File: src/icsp_pcs_pkg.sv
// Shared types and constants for the ICSP programming command sequencer.
`default_nettype none
package icsp_pcs_pkg;

	localparam int ROW_WORDS   = 8;
	localparam int IDX_W       = 3;   // word index within a record
	localparam int NWORDS_W    = 4;   // word count 0..8

	typedef logic [15:0] word_t;
	typedef logic [4:0]  count_t;
	typedef logic [1:0]  reg_addr_t;

	localparam word_t     CONFIG_BASE = 16'h2000;
	localparam word_t     CONFIG_FILL = 16'h3FFF;
	localparam logic [IDX_W-1:0] ROW_LAST_IDX = 3'd7;

	localparam reg_addr_t REG_ERASE_WAIT = 2'd0;
	localparam reg_addr_t REG_ROW_WAIT   = 2'd1;
	localparam reg_addr_t REG_WORD_WAIT  = 2'd2;

	localparam word_t ERASE_WAIT_RST = 16'd8000;
	localparam word_t ROW_WAIT_RST   = 16'd8000;
	localparam word_t WORD_WAIT_RST  = 16'd1000;

	typedef enum logic [4:0] {
		OP_LOAD_CONFIG  = 5'h00,
		OP_LOAD_PROGRAM = 5'h02,
		OP_INCR         = 5'h06,
		OP_PROG_ERASE   = 5'h08,
		OP_END_PROG     = 5'h17,
		OP_PROG_ONLY    = 5'h18,
		OP_CHIP_ERASE   = 5'h1F
	} op_t;

	typedef enum logic [0:0] {
		REQ_START  = 1'b0,
		REQ_RECORD = 1'b1
	} req_t;

	typedef enum logic [3:0] {
		ST_IDLE,
		ST_PLAN,
		ST_ERASE,
		ST_CFG,
		ST_GAP,
		ST_ROW_LOAD,
		ST_ROW_INCR,
		ST_ROW_PE,
		ST_ROW_END,
		ST_ROW_NEXT,
		ST_W_LOAD,
		ST_W_PROG,
		ST_W_END,
		ST_W_INCR
	} state_t;

	typedef enum logic [1:0] {
		PAY_NONE,
		PAY_FILL,
		PAY_WORD
	} pay_sel_t;

	typedef enum logic [0:0] {
		REP_ONE,
		REP_GAP
	} rep_sel_t;

	typedef enum logic [1:0] {
		WAIT_NONE,
		WAIT_ERASE,
		WAIT_ROW,
		WAIT_WORD
	} wait_sel_t;

	typedef enum logic [2:0] {
		ADDR_KEEP,
		ADDR_CLEAR,
		ADDR_CFG,
		ADDR_GAP,
		ADDR_INC
	} addr_op_t;

	// controller -> datapath
	typedef struct packed {
		logic             load;
		logic             emit;
		op_t              op;
		logic             has_data;
		pay_sel_t         pay_sel;
		rep_sel_t         rep_sel;
		wait_sel_t        wait_sel;
		addr_op_t         addr_op;
		logic             last;
		logic [IDX_W-1:0] idx;
	} ctl_cmd_t;

	// datapath -> controller
	typedef struct packed {
		logic                out_free;
		logic                is_start;
		logic                empty;
		logic                need_cfg;
		logic                need_gap;
		logic                row_path;
		logic [NWORDS_W-1:0] nwords;
		logic                in_cfg;
	} ctl_sts_t;

endpackage
`default_nettype wire

File: src/icsp_pcs_rec_if.sv
// Record/start item channel.
`default_nettype none
interface icsp_pcs_rec_if;
	logic                 valid;
	logic                 ready;
	logic                 req_type;
	icsp_pcs_pkg::word_t  byte_offset;
	icsp_pcs_pkg::count_t byte_count;
	icsp_pcs_pkg::word_t  word0;
	icsp_pcs_pkg::word_t  word1;
	icsp_pcs_pkg::word_t  word2;
	icsp_pcs_pkg::word_t  word3;
	icsp_pcs_pkg::word_t  word4;
	icsp_pcs_pkg::word_t  word5;
	icsp_pcs_pkg::word_t  word6;
	icsp_pcs_pkg::word_t  word7;

	modport source (output valid, req_type, byte_offset, byte_count,
		word0, word1, word2, word3, word4, word5, word6, word7, input ready);
	modport sink (input valid, req_type, byte_offset, byte_count,
		word0, word1, word2, word3, word4, word5, word6, word7, output ready);
endinterface
`default_nettype wire

File: src/icsp_pcs_cmd_if.sv
// Programming command channel.
`default_nettype none
interface icsp_pcs_cmd_if;
	logic                valid;
	logic                ready;
	logic [4:0]          command;
	logic                has_data;
	icsp_pcs_pkg::word_t payload;
	icsp_pcs_pkg::word_t repeat_res;
	icsp_pcs_pkg::word_t wait_after_us;
	logic                last;

	modport source (output valid, command, has_data, payload, repeat_res,
		wait_after_us, last, input ready);
	modport sink (input valid, command, has_data, payload, repeat_res,
		wait_after_us, last, output ready);
endinterface
`default_nettype wire

File: src/icsp_pcs_cfg_if.sv
// Configuration register write channel.
`default_nettype none
interface icsp_pcs_cfg_if;
	logic                    valid;
	logic                    ready;
	icsp_pcs_pkg::reg_addr_t addr;
	icsp_pcs_pkg::word_t     data;

	modport source (output valid, addr, data, input ready);
	modport sink (input valid, addr, data, output ready);
endinterface
`default_nettype wire

File: src/icsp_pcs_ctrl.sv
// Sequencer state machine: walks the command list of one item.
`default_nettype none
module icsp_pcs_ctrl (
	input  wire logic                   clk,
	input  wire logic                   arst_n,
	input  wire logic                   rec_valid,
	output logic                        rec_ready,
	input  wire icsp_pcs_pkg::ctl_sts_t sts,
	output icsp_pcs_pkg::ctl_cmd_t      cmd
);

	icsp_pcs_pkg::state_t state_q, state_d;
	logic [icsp_pcs_pkg::IDX_W-1:0] idx_q, idx_d;
	icsp_pcs_pkg::state_t body_st;
	logic body_none;
	logic w_last;

	always_ff @(posedge clk or negedge arst_n) begin
		if (!arst_n) begin
			state_q <= icsp_pcs_pkg::ST_IDLE;
			idx_q   <= '0;
		end else begin
			state_q <= state_d;
			idx_q   <= idx_d;
		end
	end

	always_comb begin
		body_none = !sts.row_path && (sts.nwords == '0);
		if (sts.row_path)
			body_st = icsp_pcs_pkg::ST_ROW_LOAD;
		else if (sts.nwords != '0)
			body_st = icsp_pcs_pkg::ST_W_LOAD;
		else
			body_st = icsp_pcs_pkg::ST_IDLE;
		w_last = ({1'b0, idx_q} + 4'd1) == sts.nwords;

		state_d      = state_q;
		idx_d        = idx_q;
		rec_ready    = 1'b0;
		cmd          = '0;
		cmd.op       = icsp_pcs_pkg::OP_INCR;
		cmd.pay_sel  = icsp_pcs_pkg::PAY_NONE;
		cmd.rep_sel  = icsp_pcs_pkg::REP_ONE;
		cmd.wait_sel = icsp_pcs_pkg::WAIT_NONE;
		cmd.addr_op  = icsp_pcs_pkg::ADDR_KEEP;
		cmd.idx      = idx_q;

		case (state_q)
			icsp_pcs_pkg::ST_IDLE: begin
				rec_ready = 1'b1;
				cmd.load  = rec_valid;
				if (rec_valid)
					state_d = icsp_pcs_pkg::ST_PLAN;
			end
			icsp_pcs_pkg::ST_PLAN: begin
				idx_d = '0;
				if (sts.is_start)
					state_d = icsp_pcs_pkg::ST_ERASE;
				else if (sts.empty)
					state_d = icsp_pcs_pkg::ST_IDLE;
				else if (sts.need_cfg)
					state_d = icsp_pcs_pkg::ST_CFG;
				else if (sts.need_gap)
					state_d = icsp_pcs_pkg::ST_GAP;
				else
					state_d = body_st;
			end
			icsp_pcs_pkg::ST_ERASE: begin
				cmd.emit     = sts.out_free;
				cmd.op       = icsp_pcs_pkg::OP_CHIP_ERASE;
				cmd.wait_sel = icsp_pcs_pkg::WAIT_ERASE;
				cmd.addr_op  = icsp_pcs_pkg::ADDR_CLEAR;
				cmd.last     = 1'b1;
				if (sts.out_free)
					state_d = icsp_pcs_pkg::ST_IDLE;
			end
			icsp_pcs_pkg::ST_CFG: begin
				cmd.emit     = sts.out_free;
				cmd.op       = icsp_pcs_pkg::OP_LOAD_CONFIG;
				cmd.has_data = 1'b1;
				cmd.pay_sel  = icsp_pcs_pkg::PAY_FILL;
				cmd.addr_op  = icsp_pcs_pkg::ADDR_CFG;
				cmd.last     = !sts.need_gap && body_none;
				if (sts.out_free)
					state_d = sts.need_gap ? icsp_pcs_pkg::ST_GAP : body_st;
			end
			icsp_pcs_pkg::ST_GAP: begin
				cmd.emit    = sts.out_free;
				cmd.op      = icsp_pcs_pkg::OP_INCR;
				cmd.rep_sel = icsp_pcs_pkg::REP_GAP;
				cmd.addr_op = icsp_pcs_pkg::ADDR_GAP;
				cmd.last    = body_none;
				if (sts.out_free)
					state_d = body_st;
			end
			icsp_pcs_pkg::ST_ROW_LOAD: begin
				cmd.emit     = sts.out_free;
				cmd.op       = icsp_pcs_pkg::OP_LOAD_PROGRAM;
				cmd.has_data = 1'b1;
				cmd.pay_sel  = icsp_pcs_pkg::PAY_WORD;
				cmd.addr_op  = icsp_pcs_pkg::ADDR_INC;
				if (sts.out_free)
					state_d = (idx_q == icsp_pcs_pkg::ROW_LAST_IDX) ?
						icsp_pcs_pkg::ST_ROW_PE : icsp_pcs_pkg::ST_ROW_INCR;
			end
			icsp_pcs_pkg::ST_ROW_INCR: begin
				cmd.emit = sts.out_free;
				cmd.op   = icsp_pcs_pkg::OP_INCR;
				if (sts.out_free) begin
					idx_d   = idx_q + 3'd1;
					state_d = icsp_pcs_pkg::ST_ROW_LOAD;
				end
			end
			icsp_pcs_pkg::ST_ROW_PE: begin
				cmd.emit     = sts.out_free;
				cmd.op       = icsp_pcs_pkg::OP_PROG_ERASE;
				cmd.wait_sel = icsp_pcs_pkg::WAIT_ROW;
				if (sts.out_free)
					state_d = icsp_pcs_pkg::ST_ROW_END;
			end
			icsp_pcs_pkg::ST_ROW_END: begin
				cmd.emit = sts.out_free;
				cmd.op   = icsp_pcs_pkg::OP_END_PROG;
				if (sts.out_free)
					state_d = icsp_pcs_pkg::ST_ROW_NEXT;
			end
			icsp_pcs_pkg::ST_ROW_NEXT: begin
				cmd.emit = sts.out_free;
				cmd.op   = icsp_pcs_pkg::OP_INCR;
				cmd.last = 1'b1;
				if (sts.out_free)
					state_d = icsp_pcs_pkg::ST_IDLE;
			end
			icsp_pcs_pkg::ST_W_LOAD: begin
				cmd.emit     = sts.out_free;
				cmd.op       = icsp_pcs_pkg::OP_LOAD_PROGRAM;
				cmd.has_data = 1'b1;
				cmd.pay_sel  = icsp_pcs_pkg::PAY_WORD;
				if (sts.out_free)
					state_d = icsp_pcs_pkg::ST_W_PROG;
			end
			icsp_pcs_pkg::ST_W_PROG: begin
				cmd.emit     = sts.out_free;
				cmd.op       = sts.in_cfg ? icsp_pcs_pkg::OP_PROG_ERASE :
					icsp_pcs_pkg::OP_PROG_ONLY;
				cmd.wait_sel = icsp_pcs_pkg::WAIT_WORD;
				if (sts.out_free)
					state_d = icsp_pcs_pkg::ST_W_END;
			end
			icsp_pcs_pkg::ST_W_END: begin
				cmd.emit = sts.out_free;
				cmd.op   = icsp_pcs_pkg::OP_END_PROG;
				if (sts.out_free)
					state_d = icsp_pcs_pkg::ST_W_INCR;
			end
			icsp_pcs_pkg::ST_W_INCR: begin
				cmd.emit    = sts.out_free;
				cmd.op      = icsp_pcs_pkg::OP_INCR;
				cmd.addr_op = icsp_pcs_pkg::ADDR_INC;
				cmd.last    = w_last;
				if (sts.out_free) begin
					if (w_last) begin
						state_d = icsp_pcs_pkg::ST_IDLE;
					end else begin
						idx_d   = idx_q + 3'd1;
						state_d = icsp_pcs_pkg::ST_W_LOAD;
					end
				end
			end
			default: begin
				state_d = icsp_pcs_pkg::ST_IDLE;
			end
		endcase
	end

	a_accept_plans: assert property (@(posedge clk) disable iff (!arst_n)
		(rec_valid && rec_ready) |=> (state_q == icsp_pcs_pkg::ST_PLAN))
		else $error("accepted item did not move to planning");

	a_last_ends: assert property (@(posedge clk) disable iff (!arst_n)
		(cmd.emit && cmd.last) |=> (state_q == icsp_pcs_pkg::ST_IDLE))
		else $error("sequencer kept running after final command");

	a_row_plan: assert property (@(posedge clk) disable iff (!arst_n)
		(state_q == icsp_pcs_pkg::ST_ROW_LOAD) |-> sts.row_path)
		else $error("row load without row plan");

endmodule
`default_nettype wire

File: src/icsp_pcs_dp.sv
// Datapath: record store, address tracking, wait registers, output register.
`default_nettype none
module icsp_pcs_dp #(
	parameter int RECORD_WORDS = 8
) (
	input  wire logic                    clk,
	input  wire logic                    arst_n,
	input  wire icsp_pcs_pkg::ctl_cmd_t  cmd,
	output icsp_pcs_pkg::ctl_sts_t       sts,
	// item payload
	input  wire logic                    req_type,
	input  wire icsp_pcs_pkg::word_t     byte_offset,
	input  wire icsp_pcs_pkg::count_t    byte_count,
	input  wire icsp_pcs_pkg::word_t     in_words [icsp_pcs_pkg::ROW_WORDS],
	// register writes
	input  wire logic                    cfg_we,
	input  wire icsp_pcs_pkg::reg_addr_t cfg_addr,
	input  wire icsp_pcs_pkg::word_t     cfg_data,
	// result register
	output logic                         out_valid,
	input  wire logic                    out_ready,
	output logic [4:0]                   out_command,
	output logic                         out_has_data,
	output icsp_pcs_pkg::word_t          out_payload,
	output icsp_pcs_pkg::word_t          out_repeat,
	output icsp_pcs_pkg::word_t          out_wait,
	output logic                         out_last
);

	localparam int IDX_W = (RECORD_WORDS > 1) ? $clog2(RECORD_WORDS) : 1;

	icsp_pcs_pkg::word_t erase_wait_q, row_wait_q, word_wait_q;
	icsp_pcs_pkg::word_t word_addr_q;
	logic                in_cfg_q;

	icsp_pcs_pkg::word_t rec_words_q [RECORD_WORDS];
	logic [14:0]         offset_q;
	logic                is_start_q, empty_q, need_cfg_q, need_gap_q, row_path_q;
	logic [icsp_pcs_pkg::NWORDS_W-1:0] nwords_q;

	logic                out_valid_q;
	logic [4:0]          command_q;
	logic                has_data_q, last_q;
	icsp_pcs_pkg::word_t payload_q, repeat_q, wait_q;

	// decode of the incoming item against current state
	logic [14:0]         offset_w;
	logic [icsp_pcs_pkg::NWORDS_W-1:0] half_cnt, nwords_w;
	logic                need_cfg_w;
	icsp_pcs_pkg::word_t base_addr;

	icsp_pcs_pkg::word_t pay_d, rep_d, wait_d;

	always_comb begin
		offset_w   = byte_offset[15:1];
		half_cnt   = byte_count[4:1];
		nwords_w   = (half_cnt > 4'(RECORD_WORDS)) ? 4'(RECORD_WORDS) : half_cnt;
		need_cfg_w = (offset_w >= icsp_pcs_pkg::CONFIG_BASE[14:0]) && !in_cfg_q;
		base_addr  = need_cfg_w ? icsp_pcs_pkg::CONFIG_BASE : word_addr_q;
	end

	always_ff @(posedge clk) begin
		if (cmd.load) begin
			offset_q   <= offset_w;
			is_start_q <= (req_type == icsp_pcs_pkg::REQ_START);
			empty_q    <= (byte_count == '0);
			need_cfg_q <= need_cfg_w;
			need_gap_q <= {1'b0, offset_w} > base_addr;
			row_path_q <= (offset_w[2:0] == 3'd0) && (nwords_w == 4'(icsp_pcs_pkg::ROW_WORDS));
			nwords_q   <= nwords_w;
			for (int i = 0; i < RECORD_WORDS; i++)
				rec_words_q[i] <= in_words[i];
		end
	end

	always_ff @(posedge clk or negedge arst_n) begin
		if (!arst_n) begin
			erase_wait_q <= icsp_pcs_pkg::ERASE_WAIT_RST;
			row_wait_q   <= icsp_pcs_pkg::ROW_WAIT_RST;
			word_wait_q  <= icsp_pcs_pkg::WORD_WAIT_RST;
		end else if (cfg_we) begin
			case (cfg_addr)
				icsp_pcs_pkg::REG_ERASE_WAIT: erase_wait_q <= cfg_data;
				icsp_pcs_pkg::REG_ROW_WAIT:   row_wait_q   <= cfg_data;
				icsp_pcs_pkg::REG_WORD_WAIT:  word_wait_q  <= cfg_data;
				default: ;
			endcase
		end
	end

	always_ff @(posedge clk or negedge arst_n) begin
		if (!arst_n) begin
			word_addr_q <= '0;
			in_cfg_q    <= 1'b0;
		end else if (cmd.emit) begin
			case (cmd.addr_op)
				icsp_pcs_pkg::ADDR_CLEAR: begin
					word_addr_q <= '0;
					in_cfg_q    <= 1'b0;
				end
				icsp_pcs_pkg::ADDR_CFG: begin
					word_addr_q <= icsp_pcs_pkg::CONFIG_BASE;
					in_cfg_q    <= 1'b1;
				end
				icsp_pcs_pkg::ADDR_GAP: word_addr_q <= {1'b0, offset_q};
				icsp_pcs_pkg::ADDR_INC: word_addr_q <= word_addr_q + 16'd1;
				default: ;
			endcase
		end
	end

	always_comb begin
		case (cmd.pay_sel)
			icsp_pcs_pkg::PAY_FILL: pay_d = icsp_pcs_pkg::CONFIG_FILL;
			icsp_pcs_pkg::PAY_WORD: pay_d = rec_words_q[cmd.idx[IDX_W-1:0]];
			default:                pay_d = '0;
		endcase
		case (cmd.rep_sel)
			icsp_pcs_pkg::REP_GAP: rep_d = {1'b0, offset_q} - word_addr_q;
			default:               rep_d = 16'd1;
		endcase
		case (cmd.wait_sel)
			icsp_pcs_pkg::WAIT_ERASE: wait_d = erase_wait_q;
			icsp_pcs_pkg::WAIT_ROW:   wait_d = row_wait_q;
			icsp_pcs_pkg::WAIT_WORD:  wait_d = word_wait_q;
			default:                  wait_d = '0;
		endcase
	end

	always_ff @(posedge clk or negedge arst_n) begin
		if (!arst_n)
			out_valid_q <= 1'b0;
		else if (cmd.emit)
			out_valid_q <= 1'b1;
		else if (out_ready)
			out_valid_q <= 1'b0;
	end

	always_ff @(posedge clk) begin
		if (cmd.emit) begin
			command_q  <= cmd.op;
			has_data_q <= cmd.has_data;
			payload_q  <= pay_d;
			repeat_q   <= rep_d;
			wait_q     <= wait_d;
			last_q     <= cmd.last;
		end
	end

	always_comb begin
		sts.out_free = !out_valid_q || out_ready;
		sts.is_start = is_start_q;
		sts.empty    = empty_q;
		sts.need_cfg = need_cfg_q;
		sts.need_gap = need_gap_q;
		sts.row_path = row_path_q;
		sts.nwords   = nwords_q;
		sts.in_cfg   = in_cfg_q;
	end

	assign out_valid    = out_valid_q;
	assign out_command  = command_q;
	assign out_has_data = has_data_q;
	assign out_payload  = payload_q;
	assign out_repeat   = repeat_q;
	assign out_wait     = wait_q;
	assign out_last     = last_q;

	a_valid_from_emit: assert property (@(posedge clk) disable iff (!arst_n)
		$rose(out_valid_q) |-> $past(cmd.emit))
		else $error("result register filled without emit");

	a_cfg_jump: assert property (@(posedge clk) disable iff (!arst_n)
		(cmd.emit && cmd.addr_op == icsp_pcs_pkg::ADDR_CFG) |=>
		(in_cfg_q && word_addr_q == icsp_pcs_pkg::CONFIG_BASE))
		else $error("config jump did not set address and flag");

	a_no_overwrite: assert property (@(posedge clk) disable iff (!arst_n)
		(out_valid_q && !out_ready) |-> !cmd.emit)
		else $error("result overwritten while stalled");

endmodule
`default_nettype wire

File: src/icsp_program_command_sequencer_unit.sv
// Top level of the ICSP programming command sequencer.
//
//  channel | dir | handshake     | carries
//  --------+-----+---------------+------------------------------------------
//  rec     | in  | valid/ready   | start or data record item (up to 8 words)
//  cmd     | out | valid/ready   | one programming command item
//  cfg     | in  | valid/ready   | register write: addr (0..2), 16-bit data
//
//  Steps: the item is taken in idle and planned, then one command item is sent
//  per cycle while cmd is not stalled; no new item is taken before its last command.
//  The sequencer state machine walking the command list sets the rate.
//  Reset: erase/row waits 8000, word wait 1000, address and config flag clear.
//  A stalled cmd channel holds the result register and freezes the sequencer;
//  cfg writes are always taken.
`default_nettype none
module icsp_program_command_sequencer_unit #(
	parameter int RECORD_WORDS = 8
) (
	input wire logic  clk,
	input wire logic  arst_n,
	icsp_pcs_rec_if.sink   rec,
	icsp_pcs_cmd_if.source cmd,
	icsp_pcs_cfg_if.sink   cfg
);

	icsp_pcs_pkg::ctl_cmd_t ctl_cmd;
	icsp_pcs_pkg::ctl_sts_t ctl_sts;
	icsp_pcs_pkg::word_t    rec_words [icsp_pcs_pkg::ROW_WORDS];
	logic                   rec_ready;

	// record words in record order
	assign rec_words[0] = rec.word0;
	assign rec_words[1] = rec.word1;
	assign rec_words[2] = rec.word2;
	assign rec_words[3] = rec.word3;
	assign rec_words[4] = rec.word4;
	assign rec_words[5] = rec.word5;
	assign rec_words[6] = rec.word6;
	assign rec_words[7] = rec.word7;

	assign rec.ready = rec_ready;
	assign cfg.ready = 1'b1;

	icsp_pcs_ctrl u_ctrl (
		.clk       (clk),
		.arst_n    (arst_n),
		.rec_valid (rec.valid),
		.rec_ready (rec_ready),
		.sts       (ctl_sts),
		.cmd       (ctl_cmd)
	);

	icsp_pcs_dp #(
		.RECORD_WORDS (RECORD_WORDS)
	) u_dp (
		.clk          (clk),
		.arst_n       (arst_n),
		.cmd          (ctl_cmd),
		.sts          (ctl_sts),
		.req_type     (rec.req_type),
		.byte_offset  (rec.byte_offset),
		.byte_count   (rec.byte_count),
		.in_words     (rec_words),
		.cfg_we       (cfg.valid),
		.cfg_addr     (cfg.addr),
		.cfg_data     (cfg.data),
		.out_valid    (cmd.valid),
		.out_ready    (cmd.ready),
		.out_command  (cmd.command),
		.out_has_data (cmd.has_data),
		.out_payload  (cmd.payload),
		.out_repeat   (cmd.repeat_res),
		.out_wait     (cmd.wait_after_us),
		.out_last     (cmd.last)
	);

endmodule
`default_nettype wire
File: src/flat_wrapper.sv
// flat-port wrapper written by rule: the top's interface ports become plain ports
module icsp_program_command_sequencer_unit_flat 
#(
	parameter int RECORD_WORDS = 8
)
  (clk, arst_n, rec_valid, rec_req_type, rec_byte_offset, rec_byte_count, rec_word0, rec_word1, rec_word2, rec_word3, rec_word4, rec_word5, rec_word6, rec_word7, rec_ready, cmd_valid, cmd_command, cmd_has_data, cmd_payload, cmd_repeat_res, cmd_wait_after_us, cmd_last, cmd_ready, cfg_valid, cfg_addr, cfg_data, cfg_ready);
  icsp_pcs_rec_if rec_i ();
  icsp_pcs_cmd_if cmd_i ();
  icsp_pcs_cfg_if cfg_i ();
  input wire logic clk;
  input wire logic arst_n;
  input wire logic [$bits(rec_i.valid)-1:0] rec_valid;
  input wire logic [$bits(rec_i.req_type)-1:0] rec_req_type;
  input wire logic [$bits(rec_i.byte_offset)-1:0] rec_byte_offset;
  input wire logic [$bits(rec_i.byte_count)-1:0] rec_byte_count;
  input wire logic [$bits(rec_i.word0)-1:0] rec_word0;
  input wire logic [$bits(rec_i.word1)-1:0] rec_word1;
  input wire logic [$bits(rec_i.word2)-1:0] rec_word2;
  input wire logic [$bits(rec_i.word3)-1:0] rec_word3;
  input wire logic [$bits(rec_i.word4)-1:0] rec_word4;
  input wire logic [$bits(rec_i.word5)-1:0] rec_word5;
  input wire logic [$bits(rec_i.word6)-1:0] rec_word6;
  input wire logic [$bits(rec_i.word7)-1:0] rec_word7;
  output wire logic [$bits(rec_i.ready)-1:0] rec_ready;
  output wire logic [$bits(cmd_i.valid)-1:0] cmd_valid;
  output wire logic [$bits(cmd_i.command)-1:0] cmd_command;
  output wire logic [$bits(cmd_i.has_data)-1:0] cmd_has_data;
  output wire logic [$bits(cmd_i.payload)-1:0] cmd_payload;
  output wire logic [$bits(cmd_i.repeat_res)-1:0] cmd_repeat_res;
  output wire logic [$bits(cmd_i.wait_after_us)-1:0] cmd_wait_after_us;
  output wire logic [$bits(cmd_i.last)-1:0] cmd_last;
  input wire logic [$bits(cmd_i.ready)-1:0] cmd_ready;
  input wire logic [$bits(cfg_i.valid)-1:0] cfg_valid;
  input wire logic [$bits(cfg_i.addr)-1:0] cfg_addr;
  input wire logic [$bits(cfg_i.data)-1:0] cfg_data;
  output wire logic [$bits(cfg_i.ready)-1:0] cfg_ready;
  assign rec_i.valid = rec_valid;
  assign rec_i.req_type = rec_req_type;
  assign rec_i.byte_offset = rec_byte_offset;
  assign rec_i.byte_count = rec_byte_count;
  assign rec_i.word0 = rec_word0;
  assign rec_i.word1 = rec_word1;
  assign rec_i.word2 = rec_word2;
  assign rec_i.word3 = rec_word3;
  assign rec_i.word4 = rec_word4;
  assign rec_i.word5 = rec_word5;
  assign rec_i.word6 = rec_word6;
  assign rec_i.word7 = rec_word7;
  assign rec_ready = rec_i.ready;
  assign cmd_valid = cmd_i.valid;
  assign cmd_command = cmd_i.command;
  assign cmd_has_data = cmd_i.has_data;
  assign cmd_payload = cmd_i.payload;
  assign cmd_repeat_res = cmd_i.repeat_res;
  assign cmd_wait_after_us = cmd_i.wait_after_us;
  assign cmd_last = cmd_i.last;
  assign cmd_i.ready = cmd_ready;
  assign cfg_i.valid = cfg_valid;
  assign cfg_i.addr = cfg_addr;
  assign cfg_i.data = cfg_data;
  assign cfg_ready = cfg_i.ready;
  icsp_program_command_sequencer_unit #(.RECORD_WORDS(RECORD_WORDS)) u_core (.clk(clk), .arst_n(arst_n), .rec(rec_i), .cmd(cmd_i), .cfg(cfg_i));
endmodule
File: config.mk
export PLATFORM = sky130hd
export DESIGN_NAME = icsp_program_command_sequencer_unit_flat
export DESIGN_NICKNAME = d
export VERILOG_FILES = /design/src/icsp_pcs_pkg.sv /design/src/icsp_pcs_rec_if.sv /design/src/icsp_pcs_cmd_if.sv /design/src/icsp_pcs_cfg_if.sv /design/src/icsp_pcs_ctrl.sv /design/src/icsp_pcs_dp.sv /design/src/icsp_program_command_sequencer_unit.sv /design/src/flat_wrapper.sv
export SDC_FILE = /design/constraint.sdc
export NUM_CORES = 1
export LEC_CHECK = 0
export BUFFER_PORTS_ARGS = -buffer_cell sky130_fd_sc_hd__buf_4
export CORE_MARGIN = 4
export CORE_UTILIZATION = 60
export CTS_BUF_LIST = sky130_fd_sc_hd__clkbuf_16
export DETAILED_ROUTE_END_ITERATION = 16
export GPL_TIMING_DRIVEN = 0
export PLACE_DENSITY = 0.85
export SLEW_MARGIN = 25
export SYNTH_ARGS = -nofsm -noshare
export SYNTH_HDL_FRONTEND = slang
export SYNTH_HIERARCHICAL = 1
export SYNTH_SLANG_ARGS = --single-unit
export TNS_END_PERCENT = 50
File: constraint.sdc
create_clock -name clk -period 11.72 [get_ports clk]
set_input_delay 2.344 -clock clk [delete_from_list [all_inputs] [get_ports clk]]
set_output_delay 2.344 -clock clk [all_outputs]
set_load 0.02 [all_outputs]
# After elaboration in Yosys (flattened, before gate mapping)
# Memories as Yosys holds them, arrays and structs flattened.
# Index checks and enable logic that the tools add are counted.
[word_totals]
reg_bits = 152
latch_bits = 0
ram_bits = 128
romBits = 0
elab_cells = 145
n_memories = 1
[classes]
addsub = 4
multipliers = 0
div_mod_pow = 0
n_lt_le_gt_ge = 3
eq_ne = 40
shift = 0
mux = 44
bitwise = 1
reduce_logical = 31
[memory_table]
columns = ["memory", "depth", "word_bits", "read_ports", "rd_ports_with_merged_regs", "write_ports", "line_no", "rtl"]
rows = [
  ["u_core.u_dp.rec_words_q", 8, 16, 1, 0, 8, "icsp_pcs_dp.sv:36", "icsp_pcs_pkg::word_t rec_words_q [RECORD_WORDS];"],
]
[op_table]
columns = ["cell", "count"]
rows = [
  ["$mux W4", 20],
  ["$pmux W16 S4", 1],
  ["$pmux W4 S13", 1],
  ["$pmux W16 S3", 1],
  ["$pmux W6 S7", 1],
  ["$pmux W16 S2", 1],
  ["$eq A4 B4 Y1 const B", 7],
  ["$ne A2 B1 Y1 const B", 11],
  ["$add A16 B1 Y16 const B", 1],
  ["$eq A4 B3 Y1 const B", 4],
  ["$gt A15 B16 Y1", 1],
  ["$mux W16", 1],
  ["$sub A15 B16 Y16", 1],
  ["$ge A15 B14 Y1 const B", 1],
  ["$pmux W3 S4", 1],
  ["$reduce_and A12 Y1", 1],
  ["$reduce_and A2 Y1", 5],
  ["$mux W3", 3],
  ["$pmux W3 S3", 1],
  ["$eq A2 B2 Y1 const B", 4],
  ["$eq A4 B2 Y1 const B", 2],
  ["$logic_not A4 Y1", 2],
  ["$mux W1", 8],
  ["$reduce_bool A4 Y1", 2],
  ["other kinds (27)", 42],
]

# Logic depth before layout (Yosys ltp)
# Gate-level depths: netlist (run 1).
[logic_depth]
depth_word = 8
depth_mapped = 12
mapped_depth_nobuf = 10

# Modules after synthesis
# Netlist (run 1), hierarchy kept.
[by_module_without_submodules]
columns = ["mod", "n_inst", "cells_each", "area_per_inst_um2"]
rows = [
  ["icsp_pcs_dp", 1, 760, 12049.1],
  ["icsp_pcs_ctrl", 1, 147, 1013.5],
  ["icsp_program_command_sequencer_unit", 1, 2, 11.3],
]

# Worst setup path before layout (run 1)
# Ideal clock, no wire load.
[synth_path]
kind = "input -> register"
start = "in cmd_ready"
end = "reg u_core.u_dp.word_addr_q[10]"
setup_time_ns = 0.116
arrival_ns = 7.881
setup_slack_ns = 3.724
cell_stages = 6
n_path_buf = 0
path_cell_list = "nand2b_1 inv_1 nor3_1 nand3_1 or2_2 o311ai_0"
[synth_rtl]
columns = ["element", "line_no", "rtl"]
rows = [
  ["start, declared", "flat_wrapper.sv:32", "input wire logic [$bits(cmd_i.ready)-1:0] cmd_ready;"],
  ["end signal, assigned", "icsp_pcs_dp.sv:102", "word_addr_q <= icsp_pcs_pkg::CONFIG_BASE;"],
  ["end signal, assigned", "icsp_pcs_dp.sv:105", "icsp_pcs_pkg::ADDR_GAP: word_addr_q <= {1'b0, offset_q};"],
  ["end signal, assigned", "icsp_pcs_dp.sv:106", "icsp_pcs_pkg::ADDR_INC: word_addr_q <= word_addr_q + 16'd1;"],
  ["end, declared", "icsp_pcs_dp.sv:33", "icsp_pcs_pkg::word_t word_addr_q;"],
]

==> out/metrics.csv, run 1 <==
stage,metric,value,unit
power_and_ir_drop,peakVddDrop,0.0001303,V
layout,postLayoutCellArea,16220,µm²
min_path,hold_start,u_core/u_dp/word_wait_q[1],
job,drv_cap,0,
place,gp_congestion,0.9583,
clock_network,ctsHoldBuffers,0,
timing,finalClockSkew,12.57,ps
layout,diodes,0,
setup_path,required,12140,ps
timing,max_freq,0.2092,GHz
clock_network,cts_buffers,29,
global_route,grt_pass1_wl,48.56,mm
logic_synthesis,ys.flop_type,edfxtp_1,
layout,syn2layout_area_growth,24.06,%
timing,period_share,0.4078,
routing,vias_per_cell,5.998,
logic_synthesis,synth_edf_count,207,
place,port_buffers,228,
logic_synthesis,yosysUniqueCellTypes,76,
floorplanning,die-height,155.6,µm
routing,postRouteAntennaNets,0,
timing,worst_slew_pin_slew,863.6,ps
setup_path,timing.rr.start,u_core/u_ctrl/state_q[2],
power_and_ir_drop,combPwrFrac,0.349,
layout,ff_latch_area,8065,µm²
setup_path,cpPeakStageDelay,580,ps
clock_network,ctsHtreeMaxLevel,1,
outcome,status,"complete, no violations",
timing,fin_crit,4780,ps
timing,setup_tns,0,ps
clock_network,cts_sinks,280,
layout,drive_above_1_share,0.3530,
timing,slew_headroom,0.4190,
clock_network,postCtsSetupRepairBufs,0,
floorplanning,start_util,0.6161,
clock_network,cts-resized-gates,0,
setup_path,r2r_end,u_core/u_dp/word_addr_q[14],
routing,drt_pass1_iterations,7,
logic_synthesis,ys_warn_count,6,
logic_synthesis,syn_area_per_cell,14.38,µm²
layout,fillers,1299,
logic_synthesis,async_flop_share,0.2607,
power_and_ir_drop,switching_share,0.3366,
layout,fin_nets,1387,
setup_path,arrival,5200,ps
place,post_dp_cell_area,15280,µm²
power_and_ir_drop,leakagePower,0.006319,µW
timing,drv_slew,0,
routing,drc_errors,0,
layout,multi_input_area,4642,µm²
power_and_ir_drop,seqPwrFrac,0.419,
routing,routedWlPerCell,21.25,µm
clock_network,cts-root-buf,clkbuf_16,
setup_path,r2r_setup_slack,8070,ps
floorplanning,die-area,24220,µm²
logic_synthesis,synth_fp_nets,1118,
floorplanning,core_area,21220,µm²
floorplanning,rows,53,
clock_network,clk_latency,550,ps
clock_network,tritoncts,done,
place,dp_hpwl,22.50,mm
routing,dr.first_iter.drc_count,743,
setup_path,path_common_cell,buf_6,
logic_synthesis,synth_cells,909,
min_path,hold_end,u_core/u_dp/word_wait_q[1],
power_and_ir_drop,p_clk_frac,0.232,
global_route,grt_use_total,0.2558,
routing,postRouteWirelength,31.37,mm
setup_path,path_class,input port to flop,
power_and_ir_drop,p_per_area,236.6,nW/µm²
power_and_ir_drop,p_int,2545,µW
logic_synthesis,syn_area,13070,µm²
global_route,gr-total-overflow,0,
global_route,grt_max_degree,74,
setup_path,crit_fanout,10,
setup_path,path_cells,buf_4 -> nand2b_1 -> inv_1 -> nor3_2 -> buf_6 -> buf_6 -> buf_6 -> clkbuf_1 -> o21a_1 -> o21ai_0 -> a221o_1,
setup_path,crit_path_start_kind,input port,
logic_synthesis,ys_seq_elements,280,
timing,setup_violations,0,
setup_path,critPathCaptureType,flop,
timing,rsz0062_at_grt,false,
routing,vias,8853,
min_path,min_path_cells,1,
power_and_ir_drop,p_sw,1292,µW
floorplanning,io_pins,231,
setup_path,ff2ff_path_depth,12,
global_route,antenna_found_initial,0,
clock_network,cts.path.max_buffers,3,
global_route,grt_pass1_vias,8890,
timing,hold_viol,0,
min_path,hold_path_class,flop to flop,
floorplanning,die_w,155.6,µm
setup_path,slowest_stage,nor3_2,
logic_synthesis,yosysSeqAreaShare,0.6169,
clock_network,clk_pin_slew,60,ps
## cells in the final DEF, fill, tap and decap left out, types with 5 or more instances in the layout
master and n:
xnor2_1 9, ha_1 35, clkbuf_1 22, buf_6 9
o21ai_0 35, mux2_2 79, a21oi_1 46, nand3_1 18
mux4_1 28, nor2b_1 11, a21o_1 8, nand2_1 51
nor2_1 41, a22oi_1 5, nor3_1 11, edfxtp_1 207
mux2i_1 8, or2_2 5, and2_1 10, o21a_1 6
a22o_1 18, nand2b_1 19, a211oi_1 7, clkbuf_16 29
inv_1 36, buf_2 12, xor2_1 5, clkinv_1 6
and3_1 8, nor4_1 6, buf_4 237, nand4_1 6
dfstp_2 18, dfrtp_1 55
## stage by stage
stage	cells	util	total power [µW]	worst slack, ps	hold slack [ps]
finish	1476	0.7643	3837	6940	502.4
global route	1476	0.7643	4033	6776	519.7
CTS	1476	0.7642	3853	7015	505.6
detailed placement	1422	0.7199	2942	6446	491.4
global placement	1412	0.7130	2893	442.2	482.0
floorplan	909	-	2462	3724	473.7
## synth_stat cells, drive strengths merged, types with 14 or more instances
cell,number,share of area
edfxtp,207,0.48
mux2,79,0.068
dfrtp,55,0.11
nand2,51,0.015
a21oi,48,0.019
nor2,41,0.012
o21ai,40,0.016
ha,35,0.033
mux4,32,0.063
inv,28,0.0080
buf,26,0.015
clkbuf,22,0.0063
nand2b,19,0.0091
nand3,19,0.0077
a22o,18,0.012
dfstp,18,0.036
nor3,14,0.0062
## registers in the layout (all words and copies together), names as in the netlist, 16 cells and up
name / flops
u_core/u_dp/erase_wait_q: 16
u_core/u_dp/out_payload: 16
u_core/u_dp/out_repeat: 16
u_core/u_dp/row_wait_q: 16
u_core/u_dp/word_addr_q: 16
u_core/u_dp/rec_words_q: 128
u_core/u_dp/word_wait_q: 16
u_core/u_dp/out_wait: 16
## worst max path at each step
stage	cells after the start	start	slack [ps]	to
floorplan	6	cmd_ready	3720	u_core/u_dp/word_addr_q[10]
global placement	7	cmd_ready	440	u_core/u_dp/word_addr_q[12]
detailed placement	11	cmd_ready	6450	u_core/u_dp/word_addr_q[14]
CTS	11	cmd_ready	7010	u_core/u_dp/word_addr_q[14]
global route	11	cmd_ready	6780	u_core/u_dp/word_addr_q[9]
finish	11	cmd_ready	6940	u_core/u_dp/word_addr_q[14]
## critical path, delay by kind of cell
family                 cells  cell delay (ps)
AO/OA/AOI/OAI              3              770
buffers and inverters      6             1200
AND/OR/NAND/NOR            2              880
## final cells by class
| class | instances | share of cell area |
|---|---|---|
| inverters | 28 | 0.006480 |
| flip-flops and latches | 280 | 0.4973 |
| well taps | 275 | 0.02121 |
| plain buffers | 48 | 0.01689 |
| multi-input cells | 553 | 0.2862 |
| clock buffers | 29 | 0.04474 |
| clock inverters | 25 | 0.01311 |
| repair buffers | 238 | 0.1141 |
## layer usage
metal,track usage,vias to the layer above,wire length [µm]
li1,-,4049,-
met1,0.3442,4360,12410
met2,0.4431,391,16090
met3,0.03994,53,2179
met4,0.06378,0,690
met5,0,-,0
## cells by family (layout without fill, tap and decap cells)
kind of cell / count (synthesis) / count (layout) / synth area share
AO/OA/AOI/OAI: 172 / 172 / 0.08786
XOR/XNOR: 14 / 14 / 0.009379
adder cells (fa/ha/maj): 36 / 36 / 0.03503
buffers and inverters: 76 / 368 / 0.02900
flip-flops: 280 / 280 / 0.6169
multiplexers: 119 / 119 / 0.1373
other: 1 / 1 / 0.0002868
AND/OR/NAND/NOR: 211 / 211 / 0.08422
## power groups by stage
stage | combinational (µW) | sequential, µW | clock, µW
after floorplan | 713 | 1750 | 0
after global placement | 1230 | 1670 | 0
final | 1340 | 1610 | 891
after CTS | 1330 | 1610 | 912
after global routing | 1440 | 1640 | 955
after detailed placement | 1320 | 1620 | 0
Power figures use the tool's default switching activity.
==> inputs of run 2 (changes only) <==
CORE_UTILIZATION = 51   (was 60)
PLACE_DENSITY = 0.77   (was 0.85)
clock period = 4.1 ns   (was 11.72 ns; I/O delays follow)
==> out/metrics.csv, run 2 (synthesis results as in run 1) <==
stage,metric,value,unit
layout,syn2layout_area_growth,25.33,%
timing,period_share,0.8648,
global_route,grt_use_total,0.2144,
layout,postLayoutCellArea,16390,µm²
layout,final_common_cell,buf_4,
floorplanning,rows,58,
layout,fin_nets,1389,
global_route,grt_max_degree,74,
clock_network,ctsHtreeMaxLevel,1,
setup_path,crit_path_start_kind,flop,
clock_network,clk_pin_slew,60,ps
layout,diodes,0,
timing,whs,307.5,ps
job,drv_cap,0,
setup_path,critPathCaptureType,flop,
setup_path,crit_fanout,16,
min_path,hold_path_class,input port to asynchronous set/reset pin,
power_and_ir_drop,peakVddDrop,0.0005500,V
floorplanning,die-area,28260,µm²
routing,dr.first_iter.drc_count,626,
routing,postRouteWirelength,30.76,mm
outcome,status,"complete, no violations",
place,post_dp_cell_area,15340,µm²
clock_network,cts.path.max_buffers,3,
floorplanning,start_util,0.5192,
layout,drive_above_1_share,0.3605,
timing,fin_crit,3546,ps
clock_network,cts-resized-gates,0,
timing,worst_slew_pin_slew,872.7,ps
timing,slew_headroom,0.4182,
floorplanning,io_pins,231,
global_route,antenna_found_initial,0,
timing,hold_viol,0,
place,gp_congestion,0.9132,
place,dp_hpwl,22.48,mm
clock_network,cts-root-buf,clkbuf_16,
layout,largest-register,u_core/u_dp/rec_words_q,
global_route,grt_pass1_vias,8862,
layout,fillers,1870,
place,port_buffers,228,
clock_network,tritoncts,done,
setup_path,required,4520,ps
setup_path,path_class,flop to flop,
clock_network,cts_buffers,31,
global_route,gr-total-overflow,0,
floorplanning,core_area,25180,µm²
timing,max_freq,0.2820,GHz
routing,drc_errors,0,
routing,drt_pass1_iterations,5,
routing,vias_per_cell,5.660,
layout,layout_common_cells,"237 x buf_4, 207 x edfxtp_1, 79 x mux2_2",
clock_network,cts_sinks,280,
routing,vias,8682,
timing,drv_slew,0,
routing,postRouteAntennaNets,0,
power_and_ir_drop,p_per_area,676.9,nW/µm²
global_route,grt_pass1_wl,48.48,mm
layout,largest_reg_flops,128,
timing,finalClockSkew,12.80,ps
timing,setup_violations,0,
floorplanning,die-height,168.1,µm
timing,rsz0062_at_grt,false,
floorplanning,die_w,168.1,µm
clock_network,clk_latency,540,ps
power_and_ir_drop,leakagePower,0.006356,µW
setup_path,arrival,3970,ps
routing,routedWlPerCell,20.05,µm
==> run 2: changes by cell type in the layout (fill, tap and decap cells not counted), sizes merged <==
cell / previous run / this run
clkbuf: 51 / 56
inv: 38 / 33
bufinv: 3 / 2
clkinv: 10 / 15
clkinvlp: 2 / 1
==> run 2: what timing repair did <==
action                     4_1_cts  5_1_grt
hold buffers                     0        0
setup endpoints to repair        0        3
setup buffers                    0        3
==> run 2: metal layers <==
layer,global-route usage,part of all wire,up-vias
met1,0.2992,0.42,4237
met5,0,0,-
met3,0.03052,0.061,53
met4,0.05187,0.024,0
met2,0.3601,0.49,336
li1,-,-,4056
==> run 2: layout make-up <==
class	instances	area [µm²]	area share
Timing Repair Buffer	238	1862	0.1136
Multi-Input combinational cell	553	4648	0.2837
Sequential cell	280	8065	0.4922
Clock buffer	34	850.8	0.05192
Tap cell	330	412.9	0.02520
Buffer	48	274.0	0.01672
Clock inverter	23	167.7	0.01023
Inverter	28	105.1	0.006414
==> run 2: report_power, final <==
part / switching, µW / total [µW] / internal [µW]
clock network: 1090 / 2710 / 1620
logic: 2210 / 3810 / 1600
registers: 365 / 4580 / 4210
==> run 2: per-stage QoR <==
stage / std cells / TNS, ps / util / power [µW] / setup WS [ps]
finish: 1534 / 0 / 0.6507 / 11090 / 554.2
floorplan: 909 / 0 / - / 6971 / 1.461
CTS: 1531 / 0 / 0.6497 / 11140 / 250.0
global placement: 1467 / -94720 / 0.6040 / 8227 / -978.4
global route: 1534 / 0 / 0.6507 / 11720 / 342.1
detailed placement: 1474 / 0 / 0.6092 / 8417 / 80.07
==> run 2: final timing paths <==
path	startpoint	slack, ps	endpoint	depth (start not counted)
worst max register to register	u_core/u_ctrl/state_q[2]	550	u_core/u_dp/word_addr_q[9]	12
worst min register to register	u_core/u_dp/word_wait_q[10]	500	u_core/u_dp/word_wait_q[10]	1
min in group clk	rec_word4[1]	460	u_core/u_dp/rec_words_q[4][1]	1
worst min-delay path	arst_n	310	u_core/u_dp/word_wait_q[14]	1
max in group asynchronous	arst_n	3320	u_core/u_ctrl/state_q[2]	1
worst max-delay path	u_core/u_ctrl/state_q[2]	550	u_core/u_dp/word_addr_q[9]	12
==> run 2: worst max-delay path: stages (launching register included) <==
cell and delay (ps):
dfrtp_1 360, buf_2 210, buf_2 250, clkbuf_1 390, nor3_1 170, nor3_4 270, buf_8 200, buf_8 170
buf_6 200, clkbuf_1 400, o21a_1 340, o21ai_0 150, a221o_1 310
